## src/rtl/core/pfd_pkg.sv

```systemverilog
// Shared widths, register indices, state and step codes and saturation helpers for the filtered-derivative PID core.
package pfd_pkg;

	localparam int DataW = 32;
	localparam int CoefW = 31;
	localparam int DenW  = 47;
	localparam int DigW  = 4;
	localparam int IdxW  = 3;

	localparam logic [IdxW-1:0] REG_KP = 3'd0;
	localparam logic [IdxW-1:0] REG_KI = 3'd1;
	localparam logic [IdxW-1:0] REG_KD = 3'd2;
	localparam logic [IdxW-1:0] REG_N  = 3'd3;
	localparam logic [IdxW-1:0] REG_TS = 3'd4;

	localparam logic [2:0] ST_IDLE  = 3'd0;
	localparam logic [2:0] ST_MLOAD = 3'd1;
	localparam logic [2:0] ST_MUL   = 3'd2;
	localparam logic [2:0] ST_MFIN  = 3'd3;
	localparam logic [2:0] ST_DLOAD = 3'd4;
	localparam logic [2:0] ST_DIV   = 3'd5;
	localparam logic [2:0] ST_DFIN  = 3'd6;
	localparam logic [2:0] ST_SUM   = 3'd7;

	localparam logic [2:0] OP_P   = 3'd0;
	localparam logic [2:0] OP_KTS = 3'd1;
	localparam logic [2:0] OP_I   = 3'd2;
	localparam logic [2:0] OP_KDN = 3'd3;
	localparam logic [2:0] OP_D   = 3'd4;
	localparam logic [2:0] OP_NTS = 3'd5;

	// Clamp a 33-bit signed value to the signed 32-bit range.
	function automatic logic signed [31:0] sat33(input logic signed [32:0] v);
		logic signed [31:0] r;
		if (v[32] != v[31]) begin
			r = v[32] ? 32'sh8000_0000 : 32'sh7fff_ffff;
		end else begin
			r = v[31:0];
		end
		return r;
	endfunction

	// Clamp a 48-bit signed value to the signed 32-bit range.
	function automatic logic signed [31:0] sat48(input logic signed [47:0] v);
		logic signed [31:0] r;
		if (v > 48'sh0000_7fff_ffff) begin
			r = 32'sh7fff_ffff;
		end else if (v < -48'sh0000_8000_0000) begin
			r = 32'sh8000_0000;
		end else begin
			r = v[31:0];
		end
		return r;
	endfunction

endpackage

```

## src/rtl/core/pid_filtered_derivative_core.sv

```systemverilog
// Discrete PID controller with a filtered derivative on the measurement, digit-serial datapath.
//
//  channel | direction | handshake            | payload
//  cfg     | in        | cfg_valid/cfg_ready  | cfg_index, cfg_data
//  in      | in        | in_valid/in_ready    | req_type, setpoint, measured
//  out     | out       | out_valid/out_ready  | drive
//
// A control sample runs six products on one 32x4 multiplier at a 4-bit digit per
// cycle, each with a load and a finish step, then a restoring divider retiring
// one quotient bit per cycle, then the final sum.
// A stop word just clears controller state. Reset clears gains and controller state at once.
// The finished result waits in the output register; a stalled output holds the
// sequencer in its last step, and a new word is taken once the sequencer is idle.
module pid_filtered_derivative_core
	import pfd_pkg::*;
(
	input  logic                    clk,
	input  logic                    arst_n,
	input  logic                    cfg_valid,
	output logic                    cfg_ready,
	input  logic [IdxW-1:0]         cfg_index,
	input  logic [DataW-1:0]        cfg_data,
	input  logic                    in_valid,
	output logic                    in_ready,
	input  logic                    req_type,
	input  logic signed [DataW-1:0] setpoint,
	input  logic signed [DataW-1:0] measured,
	output logic                    out_valid,
	input  logic                    out_ready,
	output logic signed [DataW-1:0] drive
);

	// Configuration registers.
	logic signed [31:0] kp_q, ki_q, kd_q;
	logic [CoefW-1:0]   n_q, ts_q;

	// Controller state kept between samples.
	logic signed [31:0] last_pv_q, last_d_q, isum_q;
	logic               first_q;

	// Per-sample working registers.
	logic signed [31:0] e_q, dpv_q, p_q, kts_q, kdn_q, num_q;
	logic [DenW-1:0]    den_q;

	// Sequencer.
	logic [2:0] state_q;
	logic [2:0] op_q;
	logic [4:0] cnt_q;

	// Digit-serial multiplier: magnitudes, sign, accumulator.
	logic [31:0] ma_q, mb_q;
	logic        msign_q;
	logic [63:0] acc_q;

	// Restoring divider.
	logic [DenW-1:0] rem_q;
	logic [31:0]     dq_q, quo_q;
	logic            dsign_q;

	logic               out_v_q;
	logic signed [31:0] drive_q;

	logic                 acc_in, acc_cfg;
	logic signed [31:0]   pv_prev;
	logic signed [32:0]   opa, opb, nega, negb;
	logic [35:0]          part, top;
	logic signed [63:0]   prod;
	logic signed [47:0]   fl;
	logic signed [31:0]   qv;
	logic [DenW:0]        trial;
	logic                 tbit;
	logic signed [31:0]   dval;
	logic signed [33:0]   total;
	logic signed [31:0]   total_sat;
	logic                 out_free;
	logic                 out_load;

	assign cfg_ready = 1'b1;
	assign in_ready  = (state_q == ST_IDLE);
	assign acc_in    = in_valid && in_ready;
	assign acc_cfg   = cfg_valid && cfg_ready;
	assign out_valid = out_v_q;
	assign drive     = drive_q;
	assign out_free  = !out_v_q || out_ready;
	// The output register takes a new word in the same cycle the old one leaves.
	assign out_load  = (state_q == ST_SUM) && out_free;

	// The first sample after reset, a write or a stop sees no change in the measurement.
	assign pv_prev = first_q ? measured : last_pv_q;

	// Operand selection for the shared multiplier.
	always_comb begin
		unique case (op_q)
			OP_P: begin
				opa = {kp_q[31], kp_q};
				opb = {e_q[31], e_q};
			end
			OP_KTS: begin
				opa = {ki_q[31], ki_q};
				opb = {2'b00, ts_q};
			end
			OP_I: begin
				opa = {kts_q[31], kts_q};
				opb = {e_q[31], e_q};
			end
			OP_KDN: begin
				opa = {kd_q[31], kd_q};
				opb = {2'b00, n_q};
			end
			OP_D: begin
				opa = {kdn_q[31], kdn_q};
				opb = {dpv_q[31], dpv_q};
			end
			default: begin
				opa = {2'b00, n_q};
				opb = {2'b00, ts_q};
			end
		endcase
		nega = -opa;
		negb = -opb;
	end

	// One 4-bit digit of the multiplier per cycle, accumulated from the top.
	assign part = ma_q * mb_q[DigW-1:0];
	assign top  = {4'b0000, acc_q[63:32]} + part;

	// Product post-processing: restore sign, floor shift by 16, clamp.
	assign prod = msign_q ? -$signed(acc_q) : $signed(acc_q);
	assign fl   = prod[63:16];
	assign qv   = sat48(fl);

	// Divider step: bring in the next dividend bit and try to subtract.
	assign trial = {rem_q, dq_q[31]};
	assign tbit  = (trial >= {1'b0, den_q});
	assign dval  = dsign_q ? -quo_q : quo_q;

	assign total     = 34'(p_q) + 34'(isum_q) + 34'(last_d_q);
	assign total_sat = (total > 34'sh0_7fff_ffff) ? 32'sh7fff_ffff :
	                   (total < -34'sh0_8000_0000) ? 32'sh8000_0000 : total[31:0];

	always_ff @(posedge clk or negedge arst_n) begin
		if (!arst_n) begin
			kp_q      <= '0;
			ki_q      <= '0;
			kd_q      <= '0;
			n_q       <= '0;
			ts_q      <= '0;
			last_pv_q <= '0;
			last_d_q  <= '0;
			isum_q    <= '0;
			first_q   <= 1'b1;
			state_q   <= ST_IDLE;
			op_q      <= OP_P;
			cnt_q     <= '0;
			out_v_q   <= 1'b0;
		end else begin
			if (out_v_q && out_ready && !out_load) begin
				out_v_q <= 1'b0;
			end
			if (acc_cfg) begin
				unique case (cfg_index)
					REG_KP: begin kp_q <= cfg_data; first_q <= 1'b1; end
					REG_KI: begin ki_q <= cfg_data; first_q <= 1'b1; end
					REG_KD: begin kd_q <= cfg_data; first_q <= 1'b1; end
					REG_N:  begin n_q <= cfg_data[CoefW-1:0]; first_q <= 1'b1; end
					REG_TS: begin ts_q <= cfg_data[CoefW-1:0]; first_q <= 1'b1; end
					default: begin end
				endcase
			end
			unique case (state_q)
				ST_IDLE: begin
					if (acc_in) begin
						if (req_type) begin
							last_pv_q <= '0;
							last_d_q  <= '0;
							isum_q    <= '0;
							first_q   <= 1'b1;
						end else begin
							e_q       <= sat33(33'(setpoint) - 33'(measured));
							dpv_q     <= sat33(33'(measured) - 33'(pv_prev));
							last_pv_q <= measured;
							first_q   <= 1'b0;
							op_q      <= OP_P;
							state_q   <= ST_MLOAD;
						end
					end
				end
				ST_MLOAD: begin
					ma_q    <= opa[32] ? nega[31:0] : opa[31:0];
					mb_q    <= opb[32] ? negb[31:0] : opb[31:0];
					msign_q <= opa[32] ^ opb[32];
					acc_q   <= '0;
					cnt_q   <= '0;
					state_q <= ST_MUL;
				end
				ST_MUL: begin
					acc_q <= {top, acc_q[31:DigW]};
					mb_q  <= mb_q >> DigW;
					cnt_q <= cnt_q + 5'd1;
					if (cnt_q == 5'(32 / DigW - 1)) begin
						state_q <= ST_MFIN;
					end
				end
				ST_MFIN: begin
					unique case (op_q)
						OP_P:   p_q    <= qv;
						OP_KTS: kts_q  <= qv;
						OP_I:   isum_q <= sat33(33'(isum_q) + 33'(qv));
						OP_KDN: kdn_q  <= qv;
						OP_D:   num_q  <= sat33(33'(qv) + 33'(last_d_q));
						default: den_q <= DenW'(65536) + fl[DenW-1:0];
					endcase
					if (op_q == OP_NTS) begin
						state_q <= ST_DLOAD;
					end else begin
						op_q    <= op_q + 3'd1;
						state_q <= ST_MLOAD;
					end
				end
				ST_DLOAD: begin
					// |num| >> 16 < 2^16 <= den for the top dividend bits, so the
					// first 16 quotient bits are zero and are skipped.
					rem_q   <= DenW'(((num_q[31] ? -num_q : num_q) >> 16) & 32'h0000_ffff)
					           | (num_q == 32'sh8000_0000 ? DenW'(32768) : DenW'(0));
					dq_q    <= {(num_q[31] ? 16'(-num_q) : num_q[15:0]), 16'h0000};
					dsign_q <= num_q[31];
					quo_q   <= '0;
					cnt_q   <= '0;
					state_q <= ST_DIV;
				end
				ST_DIV: begin
					rem_q <= tbit ? DenW'(trial - {1'b0, den_q}) : trial[DenW-1:0];
					dq_q  <= dq_q << 1;
					quo_q <= {quo_q[30:0], tbit};
					cnt_q <= cnt_q + 5'd1;
					if (cnt_q == 5'd31) begin
						state_q <= ST_DFIN;
					end
				end
				ST_DFIN: begin
					last_d_q <= dval;
					state_q  <= ST_SUM;
				end
				default: begin
					if (out_free) begin
						drive_q <= total_sat;
						out_v_q <= 1'b1;
						state_q <= ST_IDLE;
					end
				end
			endcase
		end
	end

`ifndef NO_ASSERTIONS
	a_sample_starts: assert property (@(posedge clk) disable iff (!arst_n)
		(in_valid && in_ready && !req_type) |=> (state_q == ST_MLOAD))
		else $error("control sample did not start the sequencer");
	a_den_range: assert property (@(posedge clk) disable iff (!arst_n)
		(state_q == ST_DIV) |-> (den_q[DenW-1:16] != '0))
		else $error("divisor below one");
	a_quo_fits: assert property (@(posedge clk) disable iff (!arst_n)
		(state_q == ST_DFIN) |-> (!quo_q[31] || (dsign_q && quo_q[30:0] == '0)))
		else $error("quotient out of range");
	a_op_range: assert property (@(posedge clk) disable iff (!arst_n)
		(state_q == ST_MLOAD) |-> (op_q <= OP_NTS))
		else $error("bad multiplier step");
	a_out_load: assert property (@(posedge clk) disable iff (!arst_n)
		(state_q == ST_SUM && out_free) |=> (out_valid && state_q == ST_IDLE))
		else $error("result not loaded");
`endif

endmodule
```

## config.mk

```make
export PLATFORM = sky130hd
export DESIGN_NAME = pid_filtered_derivative_core
export DESIGN_NICKNAME = d
export VERILOG_FILES = /design/src/rtl/core/pfd_pkg.sv /design/src/rtl/core/pid_filtered_derivative_core.sv
export SDC_FILE = /design/constraint.sdc
export NUM_CORES = 2
export LEC_CHECK = 0
export BUFFER_PORTS_ARGS = -buffer_cell sky130_fd_sc_hd__buf_2
export CORE_AREA = 5 5 342 344
export CTS_CLUSTER_DIAMETER = 200
export CTS_CLUSTER_SIZE = 12
export DETAILED_ROUTE_END_ITERATION = 12
export DIE_AREA = 0 0 347 349
export GPL_ROUTABILITY_DRIVEN = 0
export HOLD_SLACK_MARGIN = 0.03
export SLEW_MARGIN = 30
export SYNTH_ARGS = -nofsm -noshare
export SYNTH_HDL_FRONTEND = slang
export SYNTH_SLANG_ARGS = --single-unit
```

## constraint.sdc

```tcl
create_clock -name clk -period 10.95 [get_ports clk]
set_input_delay 2.19 -clock clk [delete_from_list [all_inputs] [get_ports clk]]
set_output_delay 2.19 -clock clk [all_outputs]
set_load 0.005 [all_outputs]
```

* After elaboration in Yosys (flattened, before gate mapping) *
Cells that the tools add are included.

storage, ports and cells
  register bits = 779
  input bits = 105

operators by class
  eq/ne operators = 30
  add/subtract/negate cells = 17
  bitwise logic cells = 5
  multipliers = 1
  reduce and logical (&&, ||, !) cells = 43
  mux-type cells = 53
  $lt $le $gt $ge = 5

operators by type and width
  kind                                                                                count
  32-bit 2-to-1 mux                                                                   20
  32-bit case mux with 2 select lines                                                 5
  33-bit case mux with 5 select lines                                                 1
  32-bit negation                                                                     4
  64-bit case mux with 2 select lines                                                 1
  32-bit by 32-bit adder with 33-bit output                                           3
  33-bit case mux with 3 select lines                                                 1
  47-bit case mux with 2 select lines                                                 1
  32-bit by 32-bit subtractor with 33-bit output                                      2
  64-bit 2-to-1 mux                                                                   1
  64-bit negation                                                                     1
  48-bit by 47-bit >= comparator with 1-bit output                                    1
  48-bit by 32-bit greater-than comparator with 1-bit output (second input constant)  1
  48-bit by 32-bit < comparator with 1-bit output (second input constant)             1
  17-bit by 47-bit adder with 47-bit output (first input constant)                    1
  47-bit 2-to-1 mux                                                                   1
  47-bit subtractor                                                                   1
  32-bit by 36-bit adder with 36-bit output                                           1
  32-bit by 4-bit multiplier with 36-bit output                                       1
  33-bit by 32-bit adder with 34-bit output                                           1
  34-bit by 32-bit greater-than comparator with 1-bit output (second input constant)  1
  34-bit by 32-bit < comparator with 1-bit output (second input constant)             1
  32-bit == test (second input constant)                                              1
  16-bit 2-to-1 mux                                                                   2
  32 further kinds                                                                    100

* Depth between registers and ports, before layout *
  depth in word-level cells = 10
  mapped depth = 26
  mapped depth without buffers = 23

* Worst setup path before layout *
OpenSTA, ideal clock, no wires.

  path type = input to register
  start = in arst_n
  end = reg dsign_q (enable)
  setup slack = 1,084 ps
  arrival = 9,547 ps
  stages on the path = 2
  path through = nor3b_1 > nor2b_1

between the ends
  longest elaborated chain between the ends = 1

RTL lines
  element                               RTL line                             RTL
  start: declaration                    pid_filtered_derivative_core.sv:18   input logic arst_n,
  2-bit AND reduction (no source line)  -
  end signal: assignment                pid_filtered_derivative_core.sv:226  dsign_q <= num_q[31];
  end: declaration                      pid_filtered_derivative_core.sv:58   logic dsign_q;

Every way passes these cells.
A chain may end at the register's enable or synchronous reset.

* Final worst setup path *
  start = reg acc_q[20]
  end = reg num_q[4], data pin

between the ends
  longest elaborated chain between the ends = 8
  elaborated cells on any way between the ends = 10
  classes of those cells = add/sub: 2; order compare: 2; eq/ne: 1; mux: 5

RTL lines
  element                                                            RTL line                             RTL
  start: declaration                                                 pid_filtered_derivative_core.sv:53   logic [63:0] acc_q;
  start signal: assignment                                           pid_filtered_derivative_core.sv:197  acc_q <= {top, acc_q[31:DigW]};
  64-bit negation                                                    pid_filtered_derivative_core.sv:128  assign prod = msign_q ? -$signed(acc_q) : $signed(acc_q);
  64-bit 2-to-1 mux (*)                                              pid_filtered_derivative_core.sv:128
  48-bit by 32-bit < comparator with 1-bit output                    pfd_pkg.sv:48                        end else if (v < -48'sh0000_8000_0000) begin
  32-bit 2-to-1 mux                                                  pfd_pkg.sv:48
  32-bit 2-to-1 mux (*)                                              pfd_pkg.sv:46                        if (v > 48'sh0000_7fff_ffff) begin
  named net qv[12]                                                   pid_filtered_derivative_core.sv:69   logic signed [31:0] qv;
  32-bit by 32-bit adder with 33-bit output (*)                      pid_filtered_derivative_core.sv:210  OP_D: num_q <= sat33(33'(qv) + 33'(last_d_q));
  32-bit 2-to-1 mux / 1-bit inequality test (equally long branches)  pfd_pkg.sv:36, pfd_pkg.sv:35
  32-bit 2-to-1 mux (*)                                              pfd_pkg.sv:35                        if (v[32] != v[31]) begin
  end signal: assignment                                             pid_filtered_derivative_core.sv:210
  end: declaration                                                   pid_filtered_derivative_core.sv:42   logic signed [31:0] e_q, dpv_q, p_q, kts_q, kdn_q, num_q;

The timed path passes the listed nets; every way through them passes the cells marked *.

==> run_results.csv <==
group,metric,value,unit
drt,avgViaCountPerCell,5.823,
yosys,netlist-cell-type-count,91,
placement,dpl.cell_count,6461,
sta,maxSlewViolCount,0,
drt,drt_iter0_drc,3568,
global_routing,grt_pass1_vias,37540,
sta,hold_viol,0,
yosys,synth-seq-area-share,0.4260,
yosys,synth-compound-area-share,0.1683,
cells_and_area,area_growth,9.452,%
yosys,ys.warnings.count,0,
clocking,post_cts_buffers,0,
placement,port_buffers,138,
floorplan,die-height,349,µm
yosys,synthCells,4953,
yosys,synth_top_family_by_area,"compound AO/OA/AOI/OAI gates",
setup_path,crit_buf_inv,1,
sta,max_freq,114.5,MHz
global_routing,track_usage,0.2300,
setup_path,slowest_delay,0.76,ns
clocking,hold_buffers,0,
yosys,synth_edf_count,496,
global_routing,grt_pass1_wl,221400,µm
setup_path,worstSetupPathType,"flop to flop",
drt,wl,141600,µm
setup_path,cp_max_fo,22,
global_routing,grt-ovfl-total,0,
sta,tns,0,ns
yosys,synth-seq-cells,763,
yosys,syn_nets,5450,
setup_path,path_cells,"or4_1, or4_1, nor4_2, nand4_1, or2_1, o31ai_1, xor2_1, nor4_1, a21boi_2, buf_4, o21ai_0, ha_1, and4_1, a221o_1, a221o_1, a21o_1, a21oi_1, a2111oi_0, o32a_1, nand2_1, o21ai_0",
sta,period_minus_slack,8.735,ns
drt,wl_per_cell,21.44,µm
setup_path,path_delay_family,"simple AND/OR/NAND/NOR gates",
drt,drc,0,
yosys,yosys-top-cells-count,"edfxtp_1 (496), nand2_1 (490), o21ai_0 (377)",
floorplan,core,0.1136,mm²
setup_path,cp.arrival,9.07,ns
setup_path,cp-start-kind,"flop",
setup_path,cp-end-kind,"flop",
cells_and_area,fillCellCount,10580,
yosys,synth_fa_ha_area_frac,0.1296,
sta,tightest_slew,1.015,ns
run_status,status,"finished, final reports clean",
cells_and_area,finalNonFillerCells,6606,
yosys,synth_area_leaders,"edfxtp_1 (29%), dfrtp_1 (13%), ha_1 (6.5%)",
clocking,path_clk_slew,0.06,ns
clocking,insertion_delay,0.65,ns
cells_and_area,nets,5522,
yosys,synth-simple-area-share,0.1260,
sta,fin_crit_sh,0.7978,
drt,postRouteAntennaNets,0,
sta,slew_headroom,0.3186,
yosys,yosysMostFrequentCell,"edfxtp_1",
yosys,netlist_area,0.05065,mm²
drt,drt_pass1_iterations,7,
clocking,cts_inserted_buffers,73,
floorplan,rows,124,
run,maxCapViolations,0,
drt,via_count,38470,
floorplan,io_pins,140,
sta,skew,0.02782,ns
yosys,synth_xor_area_frac,0.06693,
sta,rsz0062_at_grt,"no",
yosys,synth-main-ff-cell,"edfxtp_1",
floorplan,dieArea,0.1211,mm²
clocking,cts_tree,"yes",
global_routing,grt_start_max_net_pins,78,
global_routing,grt_antenna_before_repair,19,
floorplan,die_x,347,µm
clocking,htree_levels,3,
placement,dpl.hpwl,107000,µm
sta,setup_viol,0,
setup_path,required,11.28,ns
yosys,synth_top_area_cell,"edfxtp_1",
setup_path,cp_slowest_cell,"o21ai_0",
floorplan,initial_utilization,0.4460,
clocking,clockBufferDepth,3,
worst_hold_path,hold_class,"flop to flop",
yosys,syn_area_per_cell,10.23,µm²
clocking,cts_root_buf,"clkbuf_16",
cells_and_area,drive_above_1_share,0.1056,
yosys,synth.top_cell.area_share,0.2941,
clocking,cts_sinks,763,
clocking,cts-resized-gates,0,
cells_and_area,multi_input_area,0.02742,mm²
cells_and_area,seq_area,0.02158,mm²
yosys,async_flop_share,0.3499,
yosys,synthMuxAreaShare,0.04652,
[worst min-delay path, stage by stage (launching register included)]
cell	delay, ns
dfrtp_1	0.34
nand2_1	0.05
o31ai_1	0.05
[per-layer routing]
layer,vias up,global-route usage,wire (µm)
li1,18280,-,-
met1,18740,0.3340,65170
met2,1207,0.3582,62590
met3,227,0.03463,9577
met4,10,0.06938,4202
met5,-,0,75
[state kept, by name (all words and copies together) (netlist names), 16 cells and up]
register and cells:
isum_q 32, kd_q 32, num_q 32, dq_q 16, quo_q 32, p_q 32
last_pv_q 32, ki_q 32, n_q 31, drive 32, e_q 32, den_q 47
last_d_q 32, rem_q 47, ma_q 32, kp_q 32, dpv_q 32, acc_q 64
ts_q 31, mb_q 32, kts_q 32, kdn_q 32
[layout by cell type (no fill, tap or decap), types with 67 or more instances in the layout]
| master | count |
|---|---|
| edfxtp_1 | 496 |
| nand2_1 | 489 |
| o21ai_0 | 372 |
| a21oi_1 | 278 |
| dfrtp_1 | 265 |
| ha_1 | 261 |
| inv_1 | 260 |
| nor2_1 | 259 |
| xnor2_1 | 201 |
| xor2_1 | 184 |
| mux2_2 | 163 |
| buf_2 | 137 |
| fa_1 | 129 |
| a21o_1 | 128 |
| and3_1 | 104 |
| buf_4 | 78 |
| clkbuf_16 | 76 |
| nand3_1 | 71 |
| maj3_1 | 69 |
| o31ai_1 | 68 |
| and2_1 | 67 |
[path summary, 6_finish.rpt]
path	endpoint	startpoint	slack (ns)	cells after the start
max	num_q[4]	acc_q[20]	2.21	21
min in group asynchronous	isum_q[5]	arst_n	1.47	1
max reg2reg	num_q[4]	acc_q[20]	2.21	21
min	last_pv_q[5]	last_pv_q[5]	0.47	2
min reg2reg	last_pv_q[5]	last_pv_q[5]	0.47	2
max in group asynchronous	ts_q[18]	arst_n	7.54	3
[layout make-up]
type,instances,area share
flip-flops and latches,763,0.3893
repair buffers,222,0.02478
diodes,9,0.0004063
inverters,260,0.01761
clock buffers,130,0.03796
well taps,1512,0.03413
multi-input cells,3705,0.4946
clock inverters,5,0.001287
[stage by stage]
stage,utilization,hold WS [ns],instance area (µm²),setup slack (ns)
5_1_grt,0.4879,0.4945,55420,1.641
4_1_cts,0.4876,0.4802,55380,2.322
3_3_place_gp,0.4680,0.4587,53150,2.337
3_5_place_dp,0.4685,0.4651,53200,2.374
6_report,0.4881,0.4742,55430,2.215
2_1_floorplan,-,0.4244,50650,1.084
[cells by family after synthesis]
family,Yosys count
compound gates,1321
other cells,1
flops,763
buf+inv,485
fa+ha+maj,461
mux,215
xor+xnor,387
simple gates,1320
Power is not shown: default switching activity piles up to over one toggle a cycle in this logic, so the estimate is an artifact.
